`config.mk`:
```
export PLATFORM = sky130hd
export DESIGN_NAME = roi_nearest_point_polar_top
export DESIGN_NICKNAME = d
export VERILOG_FILES = /design/src/rtl/roi_np_pkg.sv /design/src/rtl/roi_np_dist.sv /design/src/rtl/roi_np_isqrt.sv /design/src/rtl/roi_np_cordic.sv /design/src/rtl/roi_nearest_point_polar_top.sv
export SDC_FILE = /design/constraint.sdc
export NUM_CORES = 2
export LEC_CHECK = 0
export BUFFER_PORTS_ARGS = -buffer_cell sky130_fd_sc_hd__buf_2
export CORE_UTILIZATION = 65
export DETAILED_ROUTE_END_ITERATION = 10
export GPL_TIMING_DRIVEN = 0
export PLACE_DENSITY = 0.87
export SYNTH_ARGS = -nofsm -noshare
export SYNTH_HDL_FRONTEND = slang
export SYNTH_HIERARCHICAL = 1
export SYNTH_SLANG_ARGS = --single-unit
```
`constraint.sdc`:
```
create_clock -name clk -period 10.65 [get_ports clk]
set_clock_uncertainty 0.15 [all_clocks]
set_input_delay 1.5975 -clock clk [delete_from_list [all_inputs] [get_ports clk]]
set_output_delay 1.5975 -clock clk [all_outputs]
set_load 0.02 [all_outputs]
```
`src/rtl/roi_np_pkg.sv`:
```
// Shared widths, register indexes and the arctangent table of the nearest-point block.
`timescale 1ns / 1ps

package roi_np_pkg;

	localparam int COL_W    = 11;
	localparam int ROW_W    = 10;
	localparam int COORD_W  = 16;
	localparam int DIST_W   = 32;
	localparam int RANGE_W  = 16;
	localparam int BEAR_W   = 16;
	localparam int CFG_IDX_W  = 3;
	localparam int CFG_DATA_W = 11;

	// CORDIC datapath: 17-bit magnitude after the half turn, scaled by 256,
	// plus headroom for the CORDIC gain.
	localparam int CX_W      = 27;
	localparam int ANG_W     = 21;
	localparam int TAB_IDX_W = 5;

	localparam int PI_Q16 = 205887;
	localparam int PI_Q13 = 25736;

	localparam logic [CFG_IDX_W-1:0] CFG_ENABLE  = 3'd0;
	localparam logic [CFG_IDX_W-1:0] CFG_COL_MIN = 3'd1;
	localparam logic [CFG_IDX_W-1:0] CFG_COL_MAX = 3'd2;
	localparam logic [CFG_IDX_W-1:0] CFG_ROW_MIN = 3'd3;
	localparam logic [CFG_IDX_W-1:0] CFG_ROW_MAX = 3'd4;

	// atan(2^-i) in Q16 radians, rounded to nearest.
	function automatic logic [ANG_W-1:0] atan_q16(input logic [TAB_IDX_W-1:0] idx);
		logic [ANG_W-1:0] t;
		case (idx)
			5'd0:  t = 21'd51472;
			5'd1:  t = 21'd30386;
			5'd2:  t = 21'd16055;
			5'd3:  t = 21'd8150;
			5'd4:  t = 21'd4091;
			5'd5:  t = 21'd2047;
			5'd6:  t = 21'd1024;
			5'd7:  t = 21'd512;
			5'd8:  t = 21'd256;
			5'd9:  t = 21'd128;
			5'd10: t = 21'd64;
			5'd11: t = 21'd32;
			5'd12: t = 21'd16;
			5'd13: t = 21'd8;
			5'd14: t = 21'd4;
			5'd15: t = 21'd2;
			5'd16: t = 21'd1;
			default: t = '0;
		endcase
		return t;
	endfunction

endpackage

```
`src/rtl/roi_np_dist.sv`:
```
// Squared 3-D range through one shared 16x16 multiplier over three passes.
`timescale 1ns / 1ps

module roi_np_dist (
	input  logic                                 clk,
	input  logic                                 arst_n,
	input  logic                                 start,
	input  logic signed [roi_np_pkg::COORD_W-1:0] x,
	input  logic signed [roi_np_pkg::COORD_W-1:0] y,
	input  logic signed [roi_np_pkg::COORD_W-1:0] z,
	output logic                                 busy,
	output logic        [roi_np_pkg::DIST_W-1:0]  sum_sq
);

	logic                                  busy_q;
	logic [1:0]                            cnt_q;
	logic signed [roi_np_pkg::COORD_W-1:0] op;
	logic signed [roi_np_pkg::DIST_W-1:0]  sq;
	logic [roi_np_pkg::DIST_W-1:0]         prod_q;
	logic [roi_np_pkg::DIST_W-1:0]         acc_q;

	// The operand walks x, y, z; each product is registered and added in the cycle after.
	always_comb begin
		case (cnt_q)
			2'd0:    op = x;
			2'd1:    op = y;
			default: op = z;
		endcase
		sq = op * op;
	end

	always_ff @(posedge clk or negedge arst_n) begin
		if (!arst_n) begin
			busy_q <= 1'b0;
			cnt_q  <= '0;
		end else if (start) begin
			busy_q <= 1'b1;
			cnt_q  <= '0;
		end else if (busy_q) begin
			cnt_q <= cnt_q + 2'd1;
			if (cnt_q == 2'd3) begin
				busy_q <= 1'b0;
			end
		end
	end

	always_ff @(posedge clk) begin
		if (busy_q) begin
			prod_q <= sq;
			if (cnt_q == 2'd0) begin
				acc_q <= '0;
			end else begin
				acc_q <= acc_q + prod_q;
			end
		end
	end

	assign busy   = busy_q;
	assign sum_sq = acc_q;

endmodule

```
`src/rtl/roi_np_isqrt.sv`:
```
// Integer square root, one result bit per cycle with a shared add and compare.
`timescale 1ns / 1ps

module roi_np_isqrt (
	input  logic                                clk,
	input  logic                                arst_n,
	input  logic                                start,
	input  logic [roi_np_pkg::DIST_W-1:0]       value,
	output logic                                busy,
	output logic [roi_np_pkg::RANGE_W-1:0]      root
);

	localparam int W = roi_np_pkg::DIST_W;

	logic         busy_q;
	logic [W-1:0] v_q;
	logic [W-1:0] r_q;
	logic [W-1:0] one_q;
	logic [W:0]   trial;
	logic         take;

	assign trial = {1'b0, r_q} + {1'b0, one_q};
	assign take  = {1'b0, v_q} >= trial;

	always_ff @(posedge clk or negedge arst_n) begin
		if (!arst_n) begin
			busy_q <= 1'b0;
		end else if (start) begin
			busy_q <= 1'b1;
		end else if (busy_q && one_q[0]) begin
			busy_q <= 1'b0;
		end
	end

	always_ff @(posedge clk) begin
		if (start) begin
			v_q   <= value;
			r_q   <= '0;
			one_q <= {2'b01, {(W-2){1'b0}}};
		end else if (busy_q) begin
			if (take) begin
				v_q <= v_q - trial[W-1:0];
				r_q <= (r_q >> 1) + one_q;
			end else begin
				r_q <= r_q >> 1;
			end
			one_q <= one_q >> 2;
		end
	end

	assign busy = busy_q;
	assign root = r_q[roi_np_pkg::RANGE_W-1:0];

endmodule

```
`src/rtl/roi_np_cordic.sv`:
```
// Vectoring CORDIC for the bearing, one micro-rotation per cycle.
`timescale 1ns / 1ps

module roi_np_cordic #(
	parameter int STEPS = 16
) (
	input  logic                                  clk,
	input  logic                                  arst_n,
	input  logic                                  start,
	input  logic signed [roi_np_pkg::COORD_W-1:0]  x,
	input  logic signed [roi_np_pkg::COORD_W-1:0]  y,
	output logic                                  busy,
	output logic signed [roi_np_pkg::BEAR_W-1:0]   bearing
);

	localparam int IW = (STEPS > 1) ? $clog2(STEPS) : 1;
	localparam logic [IW-1:0] LAST = IW'(STEPS - 1);
	localparam int CX_W  = roi_np_pkg::CX_W;
	localparam int ANG_W = roi_np_pkg::ANG_W;
	localparam int MAG_W = roi_np_pkg::COORD_W + 1;

	logic                    busy_q;
	logic [IW-1:0]           i_q;
	logic signed [CX_W-1:0]  x_q;
	logic signed [CX_W-1:0]  y_q;
	logic signed [ANG_W-1:0] a_q;
	logic                    zero_q;
	logic signed [roi_np_pkg::BEAR_W-1:0] bearing_q;

	logic                     neg;
	logic signed [MAG_W-1:0]  xe;
	logic signed [MAG_W-1:0]  ye;
	logic signed [MAG_W-1:0]  xn;
	logic signed [MAG_W-1:0]  yn;
	logic signed [ANG_W-1:0]  a0;
	logic signed [CX_W-1:0]   dx;
	logic signed [CX_W-1:0]   dy;
	logic signed [ANG_W-1:0]  t;
	logic signed [CX_W-1:0]   x_nx;
	logic signed [CX_W-1:0]   y_nx;
	logic signed [ANG_W-1:0]  a_nx;
	logic signed [ANG_W-1:0]  b_full;
	logic signed [ANG_W-1:0]  b_clamp;

	// A vector in the left half plane is turned by half a turn first.
	always_comb begin
		neg = x[roi_np_pkg::COORD_W-1];
		xe  = {x[roi_np_pkg::COORD_W-1], x};
		ye  = {y[roi_np_pkg::COORD_W-1], y};
		xn  = neg ? -xe : xe;
		yn  = neg ? -ye : ye;
		if (!neg) begin
			a0 = '0;
		end else if (y[roi_np_pkg::COORD_W-1]) begin
			a0 = -ANG_W'(roi_np_pkg::PI_Q16);
		end else begin
			a0 = ANG_W'(roi_np_pkg::PI_Q16);
		end
	end

	always_comb begin
		dx = y_q >>> i_q;
		dy = x_q >>> i_q;
		t  = roi_np_pkg::atan_q16(roi_np_pkg::TAB_IDX_W'(i_q));
		if (y_q > 0) begin
			x_nx = x_q + dx;
			y_nx = y_q - dy;
			a_nx = a_q + t;
		end else begin
			x_nx = x_q - dx;
			y_nx = y_q + dy;
			a_nx = a_q - t;
		end
		// Q16 to Q2.13 with rounding, then clamp to plus or minus pi.
		b_full = (a_nx + ANG_W'(4)) >>> 3;
		if (b_full > ANG_W'(roi_np_pkg::PI_Q13)) begin
			b_clamp = ANG_W'(roi_np_pkg::PI_Q13);
		end else if (b_full < -ANG_W'(roi_np_pkg::PI_Q13)) begin
			b_clamp = -ANG_W'(roi_np_pkg::PI_Q13);
		end else begin
			b_clamp = b_full;
		end
	end

	always_ff @(posedge clk or negedge arst_n) begin
		if (!arst_n) begin
			busy_q <= 1'b0;
			i_q    <= '0;
		end else if (start) begin
			busy_q <= 1'b1;
			i_q    <= '0;
		end else if (busy_q) begin
			i_q <= i_q + IW'(1);
			if (i_q == LAST) begin
				busy_q <= 1'b0;
			end
		end
	end

	always_ff @(posedge clk) begin
		if (start) begin
			x_q    <= {{(CX_W-MAG_W-8){xn[MAG_W-1]}}, xn, 8'h00};
			y_q    <= {{(CX_W-MAG_W-8){yn[MAG_W-1]}}, yn, 8'h00};
			a_q    <= a0;
			zero_q <= (x == '0) && (y == '0);
		end else if (busy_q) begin
			x_q <= x_nx;
			y_q <= y_nx;
			a_q <= a_nx;
			if (i_q == LAST) begin
				bearing_q <= zero_q ? '0 : b_clamp[roi_np_pkg::BEAR_W-1:0];
			end
		end
	end

	assign busy    = busy_q;
	assign bearing = bearing_q;

endmodule

```
`src/rtl/roi_nearest_point_polar_top.sv`:
```
// Top level: box filter, nearest-point tracking and polar result sequencer.
`timescale 1ns / 1ps

//  Channel | Handshake            | Beat contents
//  --------+----------------------+------------------------------------------------
//  point   | pt_valid / pt_stall  | pixel_col, pixel_row, point_x/y/z, point_valid,
//          |                      | frame_end
//  result  | res_valid/ res_stall | near_x, near_y, near_range, near_bearing, found
//  config  | cfg_we               | cfg_index, cfg_data (no wait, no read-back)
//
//  A point beat that is disabled or outside the box and not a frame end leaves the
//  sequencer in S_IDLE. A point inside the box holds it in S_DIST while the shared
//  multiplier squares x, y and z in turn and the accumulator compares the sum against
//  the best so far. A frame end that found a point then passes S_FIN, S_POLAR, where
//  the bit-serial square root and the CORDIC loop run side by side, and S_OUT, where
//  the result register is loaded; an empty frame goes from S_FIN straight to S_OUT.
//  arst_n clears the sequencer, the accumulator and all box registers.
//  pt_stall is high while a beat is being worked on; a result that waits on
//  res_stall holds the block only when the next result is ready to be loaded.

module roi_nearest_point_polar_top #(
	parameter int MAX_COLS     = 2048,
	parameter int MAX_ROWS     = 1024,
	parameter int CORDIC_STEPS = 16
) (
	input  logic                                    clk,
	input  logic                                    arst_n,

	input  logic                                    cfg_we,
	input  logic        [roi_np_pkg::CFG_IDX_W-1:0]  cfg_index,
	input  logic        [roi_np_pkg::CFG_DATA_W-1:0] cfg_data,

	input  logic                                    pt_valid,
	output logic                                    pt_stall,
	input  logic        [roi_np_pkg::COL_W-1:0]      pixel_col,
	input  logic        [roi_np_pkg::ROW_W-1:0]      pixel_row,
	input  logic signed [roi_np_pkg::COORD_W-1:0]    point_x,
	input  logic signed [roi_np_pkg::COORD_W-1:0]    point_y,
	input  logic signed [roi_np_pkg::COORD_W-1:0]    point_z,
	input  logic                                    point_valid,
	input  logic                                    frame_end,

	output logic                                    res_valid,
	input  logic                                    res_stall,
	output logic signed [roi_np_pkg::COORD_W-1:0]    near_x,
	output logic signed [roi_np_pkg::COORD_W-1:0]    near_y,
	output logic        [roi_np_pkg::RANGE_W-1:0]    near_range,
	output logic signed [roi_np_pkg::BEAR_W-1:0]     near_bearing,
	output logic                                    found
);

	localparam int COL_W   = roi_np_pkg::COL_W;
	localparam int ROW_W   = roi_np_pkg::ROW_W;
	localparam int COORD_W = roi_np_pkg::COORD_W;
	localparam int DIST_W  = roi_np_pkg::DIST_W;
	localparam int COL_LIM_W = ($clog2(MAX_COLS + 1) > COL_W) ? $clog2(MAX_COLS + 1) : COL_W;
	localparam int ROW_LIM_W = ($clog2(MAX_ROWS + 1) > ROW_W) ? $clog2(MAX_ROWS + 1) : ROW_W;

	typedef enum logic [2:0] {
		S_IDLE,
		S_DIST,
		S_FIN,
		S_POLAR,
		S_OUT
	} state_t;

	// Box registers.
	logic             box_enable_q;
	logic [COL_W-1:0] box_col_min_q;
	logic [COL_W-1:0] box_col_max_q;
	logic [ROW_W-1:0] box_row_min_q;
	logic [ROW_W-1:0] box_row_max_q;

	state_t state_q;

	// The point under work is held here while the multiplier passes run.
	logic signed [COORD_W-1:0] px_q;
	logic signed [COORD_W-1:0] py_q;
	logic signed [COORD_W-1:0] pz_q;
	logic                      fend_q;

	// Running best of the frame.
	logic [DIST_W-1:0]         best_dist_q;
	logic signed [COORD_W-1:0] best_x_q;
	logic signed [COORD_W-1:0] best_y_q;
	logic                      seen_any_q;

	// Snapshot of the best point taken at frame end, kept for the result beat.
	logic signed [COORD_W-1:0] cap_x_q;
	logic signed [COORD_W-1:0] cap_y_q;
	logic                      cap_found_q;

	logic                           res_valid_q;
	logic signed [COORD_W-1:0]      near_x_q;
	logic signed [COORD_W-1:0]      near_y_q;
	logic [roi_np_pkg::RANGE_W-1:0] near_range_q;
	logic signed [roi_np_pkg::BEAR_W-1:0] near_bearing_q;
	logic                           found_q;

	logic                           pt_acc;
	logic                           in_box;
	logic                           dist_start;
	logic                           dist_busy;
	logic [DIST_W-1:0]              sum_sq;
	logic                           polar_start;
	logic                           sq_busy;
	logic [roi_np_pkg::RANGE_W-1:0] sq_root;
	logic                           cd_busy;
	logic signed [roi_np_pkg::BEAR_W-1:0] cd_bearing;
	logic                           res_free;

	assign pt_stall = (state_q != S_IDLE);
	assign pt_acc   = pt_valid && !pt_stall;
	assign res_free = !res_valid_q || !res_stall;

	// Columns are exclusive at both bounds, rows inclusive; anything past the
	// frame geometry never counts.
	assign in_box = point_valid &&
		(COL_LIM_W'(pixel_col) < COL_LIM_W'(MAX_COLS)) &&
		(ROW_LIM_W'(pixel_row) < ROW_LIM_W'(MAX_ROWS)) &&
		(pixel_col > box_col_min_q) && (pixel_col < box_col_max_q) &&
		(pixel_row >= box_row_min_q) && (pixel_row <= box_row_max_q);

	assign dist_start  = pt_acc && box_enable_q && in_box;
	assign polar_start = (state_q == S_FIN) && seen_any_q;

	always_ff @(posedge clk or negedge arst_n) begin
		if (!arst_n) begin
			box_enable_q  <= 1'b0;
			box_col_min_q <= '0;
			box_col_max_q <= '0;
			box_row_min_q <= '0;
			box_row_max_q <= '0;
		end else if (cfg_we) begin
			case (cfg_index)
				roi_np_pkg::CFG_ENABLE:  box_enable_q  <= cfg_data[0];
				roi_np_pkg::CFG_COL_MIN: box_col_min_q <= cfg_data[COL_W-1:0];
				roi_np_pkg::CFG_COL_MAX: box_col_max_q <= cfg_data[COL_W-1:0];
				roi_np_pkg::CFG_ROW_MIN: box_row_min_q <= cfg_data[ROW_W-1:0];
				roi_np_pkg::CFG_ROW_MAX: box_row_max_q <= cfg_data[ROW_W-1:0];
				default: ;
			endcase
		end
	end

	// Point latch for the multiplier; it only loads on an accepted beat.
	always_ff @(posedge clk) begin
		if (pt_acc) begin
			px_q   <= point_x;
			py_q   <= point_y;
			pz_q   <= point_z;
			fend_q <= frame_end;
		end
	end

	// Sequencer, accumulator and result register.
	always_ff @(posedge clk or negedge arst_n) begin
		if (!arst_n) begin
			state_q      <= S_IDLE;
			best_dist_q  <= '1;
			best_x_q     <= '0;
			best_y_q     <= '0;
			seen_any_q   <= 1'b0;
			cap_x_q      <= '0;
			cap_y_q      <= '0;
			cap_found_q  <= 1'b0;
			res_valid_q  <= 1'b0;
			near_x_q     <= '0;
			near_y_q     <= '0;
			near_range_q <= '0;
			near_bearing_q <= '0;
			found_q      <= 1'b0;
		end else begin
			// While a new result is loaded the valid flag is set below instead.
			if (res_valid_q && !res_stall && (state_q != S_OUT)) begin
				res_valid_q <= 1'b0;
			end
			case (state_q)
				S_IDLE: begin
					if (pt_acc) begin
						if (!box_enable_q) begin
							// A disabled frame end only drops what was gathered.
							if (frame_end) begin
								best_dist_q <= '1;
								best_x_q    <= '0;
								best_y_q    <= '0;
								seen_any_q  <= 1'b0;
							end
						end else if (in_box) begin
							state_q <= S_DIST;
						end else if (frame_end) begin
							state_q <= S_FIN;
						end
					end
				end
				S_DIST: begin
					if (!dist_busy) begin
						// Strict compare keeps the earlier point on a tie.
						if (!seen_any_q || (sum_sq < best_dist_q)) begin
							best_dist_q <= sum_sq;
							best_x_q    <= px_q;
							best_y_q    <= py_q;
							seen_any_q  <= 1'b1;
						end
						state_q <= fend_q ? S_FIN : S_IDLE;
					end
				end
				S_FIN: begin
					// The square root and CORDIC units latch the best point now,
					// so the accumulator is free for the next frame.
					cap_x_q     <= best_x_q;
					cap_y_q     <= best_y_q;
					cap_found_q <= seen_any_q;
					best_dist_q <= '1;
					best_x_q    <= '0;
					best_y_q    <= '0;
					seen_any_q  <= 1'b0;
					state_q     <= seen_any_q ? S_POLAR : S_OUT;
				end
				S_POLAR: begin
					if (!sq_busy && !cd_busy) begin
						state_q <= S_OUT;
					end
				end
				S_OUT: begin
					if (res_free) begin
						res_valid_q <= 1'b1;
						found_q     <= cap_found_q;
						if (cap_found_q) begin
							near_x_q       <= cap_x_q;
							near_y_q       <= cap_y_q;
							near_range_q   <= sq_root;
							near_bearing_q <= cd_bearing;
						end else begin
							near_x_q       <= '0;
							near_y_q       <= '0;
							near_range_q   <= '0;
							near_bearing_q <= '0;
						end
						state_q <= S_IDLE;
					end
				end
				default: state_q <= S_IDLE;
			endcase
		end
	end

	roi_np_dist u_dist (
		.clk    (clk),
		.arst_n (arst_n),
		.start  (dist_start),
		.x      (px_q),
		.y      (py_q),
		.z      (pz_q),
		.busy   (dist_busy),
		.sum_sq (sum_sq)
	);

	roi_np_isqrt u_isqrt (
		.clk    (clk),
		.arst_n (arst_n),
		.start  (polar_start),
		.value  (best_dist_q),
		.busy   (sq_busy),
		.root   (sq_root)
	);

	roi_np_cordic #(
		.STEPS (CORDIC_STEPS)
	) u_cordic (
		.clk     (clk),
		.arst_n  (arst_n),
		.start   (polar_start),
		.x       (best_x_q),
		.y       (best_y_q),
		.busy    (cd_busy),
		.bearing (cd_bearing)
	);

	assign res_valid    = res_valid_q;
	assign near_x       = near_x_q;
	assign near_y       = near_y_q;
	assign near_range   = near_range_q;
	assign near_bearing = near_bearing_q;
	assign found        = found_q;

	// An empty frame reports all-zero fields.
	a_empty_zero: assert property (@(posedge clk) disable iff (!arst_n)
		(res_valid && !found) |-> (near_x == '0 && near_y == '0 &&
			near_range == '0 && near_bearing == '0))
		else $error("empty frame result carries nonzero fields");

	// A point at the origin in x and y has zero bearing.
	a_origin_bearing: assert property (@(posedge clk) disable iff (!arst_n)
		(res_valid && found && near_x == '0 && near_y == '0) |-> (near_bearing == '0))
		else $error("origin point with nonzero bearing");

	// The accumulator is at its cleared value whenever nothing has been seen.
	a_clear_dist: assert property (@(posedge clk) disable iff (!arst_n)
		!seen_any_q |-> (best_dist_q == '1))
		else $error("accumulator not cleared");

	// A beat taken while disabled never starts the datapath.
	a_disabled_idle: assert property (@(posedge clk) disable iff (!arst_n)
		(pt_acc && !box_enable_q) |=> (state_q == S_IDLE && !dist_busy))
		else $error("disabled beat started work");

	// Both polar units are idle whenever the result is being loaded.
	a_units_idle: assert property (@(posedge clk) disable iff (!arst_n)
		(state_q == S_OUT) |-> (!sq_busy && !cd_busy))
		else $error("result loaded while polar units still run");

endmodule

```
Yosys cells after proc, flatten, opt, wreduce, memory -nomap -nowiden
Memory sizes are Yosys's and may differ from the RTL's.
Index checks and enable logic that the tools add are counted.
{"block": "classes", "magnitude_cmp": 9, "n_bitwise": 1, "reduce_logical": 45, "multipliers": 1, "shift": 2, "n_mux": 70, "add_sub_neg": 15, "eq_ne": 21}
{"operator": "2-to-1 mux 32 bit", "count": 9}
{"operator": "2-to-1 mux 16 bit", "count": 12}
{"operator": "2-to-1 mux 27 bit", "count": 6}
{"operator": "2-to-1 mux 21 bit", "count": 5}
{"operator": "one-hot mux 16 bit (3 select lines)", "count": 2}
{"operator": "one-hot mux 32 bit (3 select lines)", "count": 1}
{"operator": "adder 27 bit", "count": 2}
{"operator": ">>> shifter 27 x 4 -> 27 bit", "count": 2}
{"operator": "subtractor 27 bit", "count": 2}
{"operator": "2-to-1 mux 17 bit", "count": 2}
{"operator": "negator 16 -> 17 bit", "count": 2}
{"operator": "adder 32 x 31 -> 33 bit", "count": 1}
{"operator": "greater-or-equal comparator 32 x 33 -> 1 bit", "count": 1}
{"operator": "adder 31 x 31 -> 32 bit", "count": 1}
{"operator": "adder 32 bit", "count": 1}
{"operator": "logical NOT 16 bit", "count": 2}
{"operator": "less-than comparator 32 bit", "count": 1}
{"operator": "multiplier 16 x 16 -> 32 bit", "count": 1}
{"operator": "one-hot mux 16 bit (2 select lines)", "count": 1}
{"operator": "subtractor 32 bit", "count": 1}
{"operator": "> comparator 27 x 1 -> 1 bit (second input constant)", "count": 1}
{"operator": "2-to-1 mux 3 bit", "count": 8}
{"operator": "adder 21 bit", "count": 1}
{"operator": "adder 21 x 4 -> 21 bit (second input constant)", "count": 1}
{"operator": "other kinds (36)", "count": 98}
{"block": "totals", "ff_bits": 504, "out_inout_bits": 67, "mem_count": 1, "rom_bits": 256, "word_cells": 207, "in_bits": 90}
{"memory": "(name not given)", "words": 16, "width": 16, "rd": 1, "rd_ports_with_merged_regs": 0, "wr": 0, "line_no": "roi_np_pkg.sv:33", "source": "case (idx)"}

Longest topological paths before layout
{"block": "logic_depth", "word_depth": 9, "depth_mapped": 30, "ltp_nobuf": 28}

By module
The synthesis kept the hierarchy.
{"mod": "roi_np_cordic", "seq_area_each_um2": 2727.6, "area_each_um2": 13495.4, "cells_per_inst": 1571, "n_inst": 1}
{"mod": "roi_np_dist", "seq_area_each_um2": 1966.9, "area_each_um2": 13005.0, "cells_per_inst": 1382, "n_inst": 1}
{"mod": "roi_nearest_point_polar_top", "seq_area_each_um2": 6766.5, "area_each_um2": 11756.3, "cells_per_inst": 1069, "n_inst": 1}
{"mod": "roi_np_isqrt", "seq_area_each_um2": 1946.9, "area_each_um2": 7243.2, "cells_per_inst": 880, "n_inst": 1}

Worst setup path after synthesis
OpenSTA, ideal clock, no wires.
{"block": "synth_timing", "path_type": "reg-to-reg", "startpoint": "register u_dist.cnt_q[0]", "endpoint": "register u_dist/prod_q[30] (netlist name), data pin", "stages_incl_launch_ff": 29, "path_buffers": 3, "period_less_slack_ns": 7.747, "arrival_time_ns": 7.329, "setup_time_ns": 0.268, "setup_slack_ns": 2.903, "t_required_ns": 10.232, "path_cell_list": "dfrtp_1 -> inv_1 -> ha_1 -> clkbuf_1 -> nor2_1 -> clkbuf_1 -> a21o_1 -> clkbuf_1 -> nand2_1 -> fa_1 -> inv_1 -> fa_1 -> inv_1 -> fa_1 -> fa_1 -> inv_1 -> fa_1 -> inv_1 -> fa_1 -> inv_1 -> ha_1 -> a21o_1 -> a21o_1 -> a21oi_1 -> o21ai_0 -> or3b_2 -> a31oi_1 -> a211oi_1 -> xor2_1"}
{"block": "synth_between", "elab_chain_len": 3, "elab_cells_between_ends": 4, "classes_between": "mul (1); eq/ne (1); mux (1); reduce/logical (1)"}
{"item": "from (decl)", "line_no": "roi_np_dist.sv:16", "source": "logic [1:0] cnt_q;"}
{"item": "from (signal assigned)", "line_no": "roi_np_dist.sv:40", "source": "cnt_q <= cnt_q + 2'd1;"}
{"item": "equality test 2 x 1 -> 1 bit or logical NOT 2 bit (tied branches)", "line_no": "roi_np_dist.sv:24", "source": "case (cnt_q)"}
{"item": "one-hot mux 16 bit (2 select lines) (*)", "line_no": "roi_np_dist.sv:24"}
{"item": "multiplier 16 x 16 -> 32 bit (*)", "line_no": "roi_np_dist.sv:29", "source": "sq = op * op;"}
{"item": "net u_dist.sq, one bit", "line_no": "roi_np_dist.sv:18", "source": "logic signed [roi_np_pkg::DIST_W-1:0] sq;"}
{"item": "to (signal assigned)", "line_no": "roi_np_dist.sv:49", "source": "prod_q <= sq;"}
{"item": "to (decl)", "line_no": "roi_np_dist.sv:19", "source": "logic [roi_np_pkg::DIST_W-1:0] prod_q;"}
The timed path passes the listed nets; every way through them passes the cells marked *.
A chain may end at the register's enable or synchronous reset.

Worst setup path in the final report
{"block": "layout_timing", "startpoint": "register u_dist.cnt_q[0]", "endpoint": "register u_dist/prod_q[28] (netlist name), data pin"}
Same word-level chain as after synthesis.

==> out/results.env <==
HOLD-WORST-SLACK_PS=330
CLK_ROOT_BUFFER_CELL='clkbuf_16'
MET3_USAGE_PCT=7.74
WORST_SETUP_PATH_START_KIND='register'
CLOCK_TREE.HTREE_LEVEL_COUNT=2
DPL.CELL_COUNT=5992
POSTSYNTHNETCOUNT=5576
R2R_SLACK_PS=720
CTS_SETUP_BUFFERS=0
YS_TYPES=133
TOTALWIRELENGTH_UM=128000
CLK_LATENCY_PS=660
WORST_PIN_SLEW_PS=1480
PORT-BUFFER-COUNT=156
SYNTHESIZED_CELL_AREA_UM2=45500
SYNTH.TOP_CELLS.BY_COUNT='563 x nand2_1, 540 x inv_1, 351 x nor2_1, 346 x ha_1, 330 x o21ai_0'
AREAGROWTHSYNTHTOFINISH_PCT=8.51
LAYOUT.NETS=5791
MET1_USAGE_PCT=46.4
GRT_UTIL_ALL_LAYERS_PCT=36.3
CP.REQUIRED_PS=10830
INITIAL_CORE_UTIL_PCT=66.0
VIA_PER_INST=6.30
POST_SYNTH_MAIN_AREA_CONTRIBUTORS='edfxtp_1 15%, fa_1 10%, dfrtp_1 10%'
SYNTHESIS.AREA_PER_INSTANCE_UM2=9.28
ROUTABILITYCONGESTION=1.00
DIE_AREA_UM2=71100
TRITONCTS.NUM_BUFFERS=54
DESIGN.CORE.AREA_UM2=68900
YOSYS_WARNINGS=6
HP-START='near_range[10]$_DFFE_PN0P_'
GRT-OVFL-TOTAL=0
YOSYSMOSTFREQUENTCELL='nand2_1'
AREA_OCCUPIED_BY_MULTI_INPUT_GATES_UM2=28900
FP-ROW-COUNT=96
SETUP-TNS-FINAL_PS=0
CRITICAL_PATH_ARRIVAL_PS=10120
NUMBER_OF_GLOBAL_ROUTE_VIAS_BEFORE_REPAIR=38000
FINAL_PERIOD_MINUS_WORST_SETUP_SLACK_PS=9930
POST-SYNTH-TOP-AREA-CELL='edfxtp_1'
TIMING.SETUP.CRITICAL_PATH_CLASS='reg2reg'
HOLD_PATH_CLASS='reg2reg'
NUM_VIAS=38400
DIEWIDTH_UM=267
GLOBALROUTE.BUSIESTLAYER='met2'
FINAL-HOLD-VIOLATION-COUNT=0
MAX-CAP-VIOLATIONS=0
WL_PER_CELL_UM=21.1
GRT_START_MAX_NET_PINS=117
POST_CTS_RESIZED=0
DRIVE_ABOVE_1_SHARE_PCT=11.1
DRT-PASS1-ITER-COUNT=6
RUN_STATUS='finished clean'
CRIT_FANOUT=10
POST-ROUTE-UTIL_PCT=71.6
IOPINCOUNT=157
ACHIEVABLE-FREQUENCY_MHz=101
WIRE_LENGTH_OF_THE_FIRST_GLOBAL_ROUTING_PASS_UM=203000
INITIALDRTVIOLATIONCOUNT=3482
GRT.MET2_USAGE_PCT=59.5
DETAILED_PLACE_HPWL_UM=98400
CP-STARTPOINT='u_dist/cnt_q[0]$_DFFE_PN0P_'
ASYNC_FLOP_SHARE_PCT=43.5
SYNTH_TOP_FLOP_CELL='edfxtp_1'
CLOCK_TREE.BUFFER_DEPTH=3
DIE_OUTLINE_HEIGHT_UM=267
WORST_PATH_DOMINANT_CELL_FAMILY='adder cells'
HOLD_BUFFERS=0
SETUP.WORST_PATH.END_CLASS='register'
CRIT_PATH_MAX_INCR_DELAY_PS=1090
SYNTHDOMINANTCELLAREASHARE_PCT=14.5
CLOCK_TREE_FROM_TRITONCTS='done'
CLOCK_SINK_TOTAL=503
POST_LAYOUT_NONFILLER_INSTANCES=6097
CRITICAL-PATH-SLOWEST-CELL='a21oi_1'
SLEW-LIMIT-HEADROOM_PCT=1.45
NETLIST_INSTANCES=4902
NFILLCELLS=5027
SYNTH_EDF_COUNT=220
SYNTH_SEQ_AREA_SHARE_PCT=29.5
ANTENNA_VIOLATING_NETS_POST_ROUTE=0
RR_STARTPOINT='u_dist/cnt_q[0]$_DFFE_PN0P_'
GRT_SETUP_UNREPAIRED='no'
YOSYS_REGISTER_BITS=503
WORSTPATHBUFFERINVERTERCOUNT=9
AREA.SEQUENTIAL_UM2=13400
ANTENNA_FOUND_INITIAL=5
FIN_CRIT_SH_PCT=93.3
REMAINING_DRC_ERRORS=0
FINAL-SETUP-VIOL-COUNT=0
CLKSLEWWORSTSETUPHOLDPATHS_PS=60
FINAL-MAX-SLEW-VIOLATION-COUNT=0
## layout make-up
cell class,count,share of cell area [%]
Sequential cell,503,27.2
Antenna cell,4,0.0203
Timing Repair Buffer,159,1.74
Clock inverter,23,0.664
Clock buffer,78,3.04
Tap cell,931,2.36
Inverter,550,4.18
Multi-Input combinational cell,3631,58.5
Buffer,218,2.30
## flip-flops by register name, indices dropped and copies added (netlist names), 21 cells and up
name,flops
u_isqrt/r_q,32
u_dist/sum_sq,32
u_dist/prod_q,31
u_cordic/x_q,27
u_cordic/y_q,27
u_cordic/a_q,21
best_dist_q,32
u_isqrt/v_q,32
## metal layers
| metal | vias to the layer above | share of wire (%) |
|---|---|---|
| met1 | 18500 | 40 |
| met5 | - | 0.010 |
| met4 | 2 | 4.5 |
| li1 | 17600 | - |
| met3 | 374 | 9.6 |
| met2 | 1905 | 46 |
## worst register-to-register path, delay by kind of cell (launching register included)
kind | cells | cell delay, ps
AO/OA/AOI/OAI | 7 | 2600
XOR/XNOR | 1 | 150
adder cells (fa/ha/maj) | 8 | 3570
buffers and inverters | 9 | 1930
flip-flops | 1 | 440
AND/OR/NAND/NOR | 3 | 780
## cell usage in the layout, fill, tap and decap left out, types with 17 or more instances in the layout
cell type,instances
a211oi_1,43
a21o_1,95
a21oi_1,247
a22o_1,22
a311oi_1,22
a31oi_1,54
and2_1,23
and3_1,32
and4_1,17
buf_2,175
buf_4,27
clkbuf_1,155
clkbuf_16,54
dfrtp_1,186
dfstp_2,32
dfxtp_1,64
edfxtp_1,220
fa_1,238
ha_1,346
inv_1,540
mux2_2,80
mux2i_1,127
mux4_2,62
nand2_1,562
nand2b_1,39
nand3_1,80
nand4_1,41
nor2_1,350
nor2b_1,34
nor3_1,95
nor4_1,23
o211ai_1,29
o21a_1,26
o21ai_0,330
o31ai_1,30
or3_1,24
xnor2_1,164
xor2_1,108
## final timing paths
path	end	cells after the start
setup / recovery	u_dist/prod_q[28]$_DFFE_PP_	28
hold / removal	near_range[10]$_DFFE_PN0P_	2
setup reg to reg	u_dist/prod_q[28]$_DFFE_PP_	28
hold reg to reg	near_range[10]$_DFFE_PN0P_	2
max in group asynchronous	u_dist/busy$_DFF_PN0_	2
min in group asynchronous	near_bearing[3]$_DFFE_PN0P_	1
## metrics by stage
stage | setup WS, ps | instance area [um^2]
after floorplan | 2900 | 45500
after CTS | 982 | 49400
final | 715 | 49400
after global placement | 1350 | 47400
after detailed placement | 1170 | 47500
after global routing | 469 | 49400
## cells by family after synthesis
logic type               share of synthesized area (%)
XOR/XNOR                                          5.45
flip-flops                                        29.5
buffers and inverters                             7.03
AO/OA/AOI/OAI                                     15.7
adder cells (fa/ha/maj)                           20.0
multiplexers                                      7.92
AND/OR/NAND/NOR                                   14.4
Power is not shown: default switching activity piles up to over one toggle a cycle in this logic, so the estimate is an artifact.
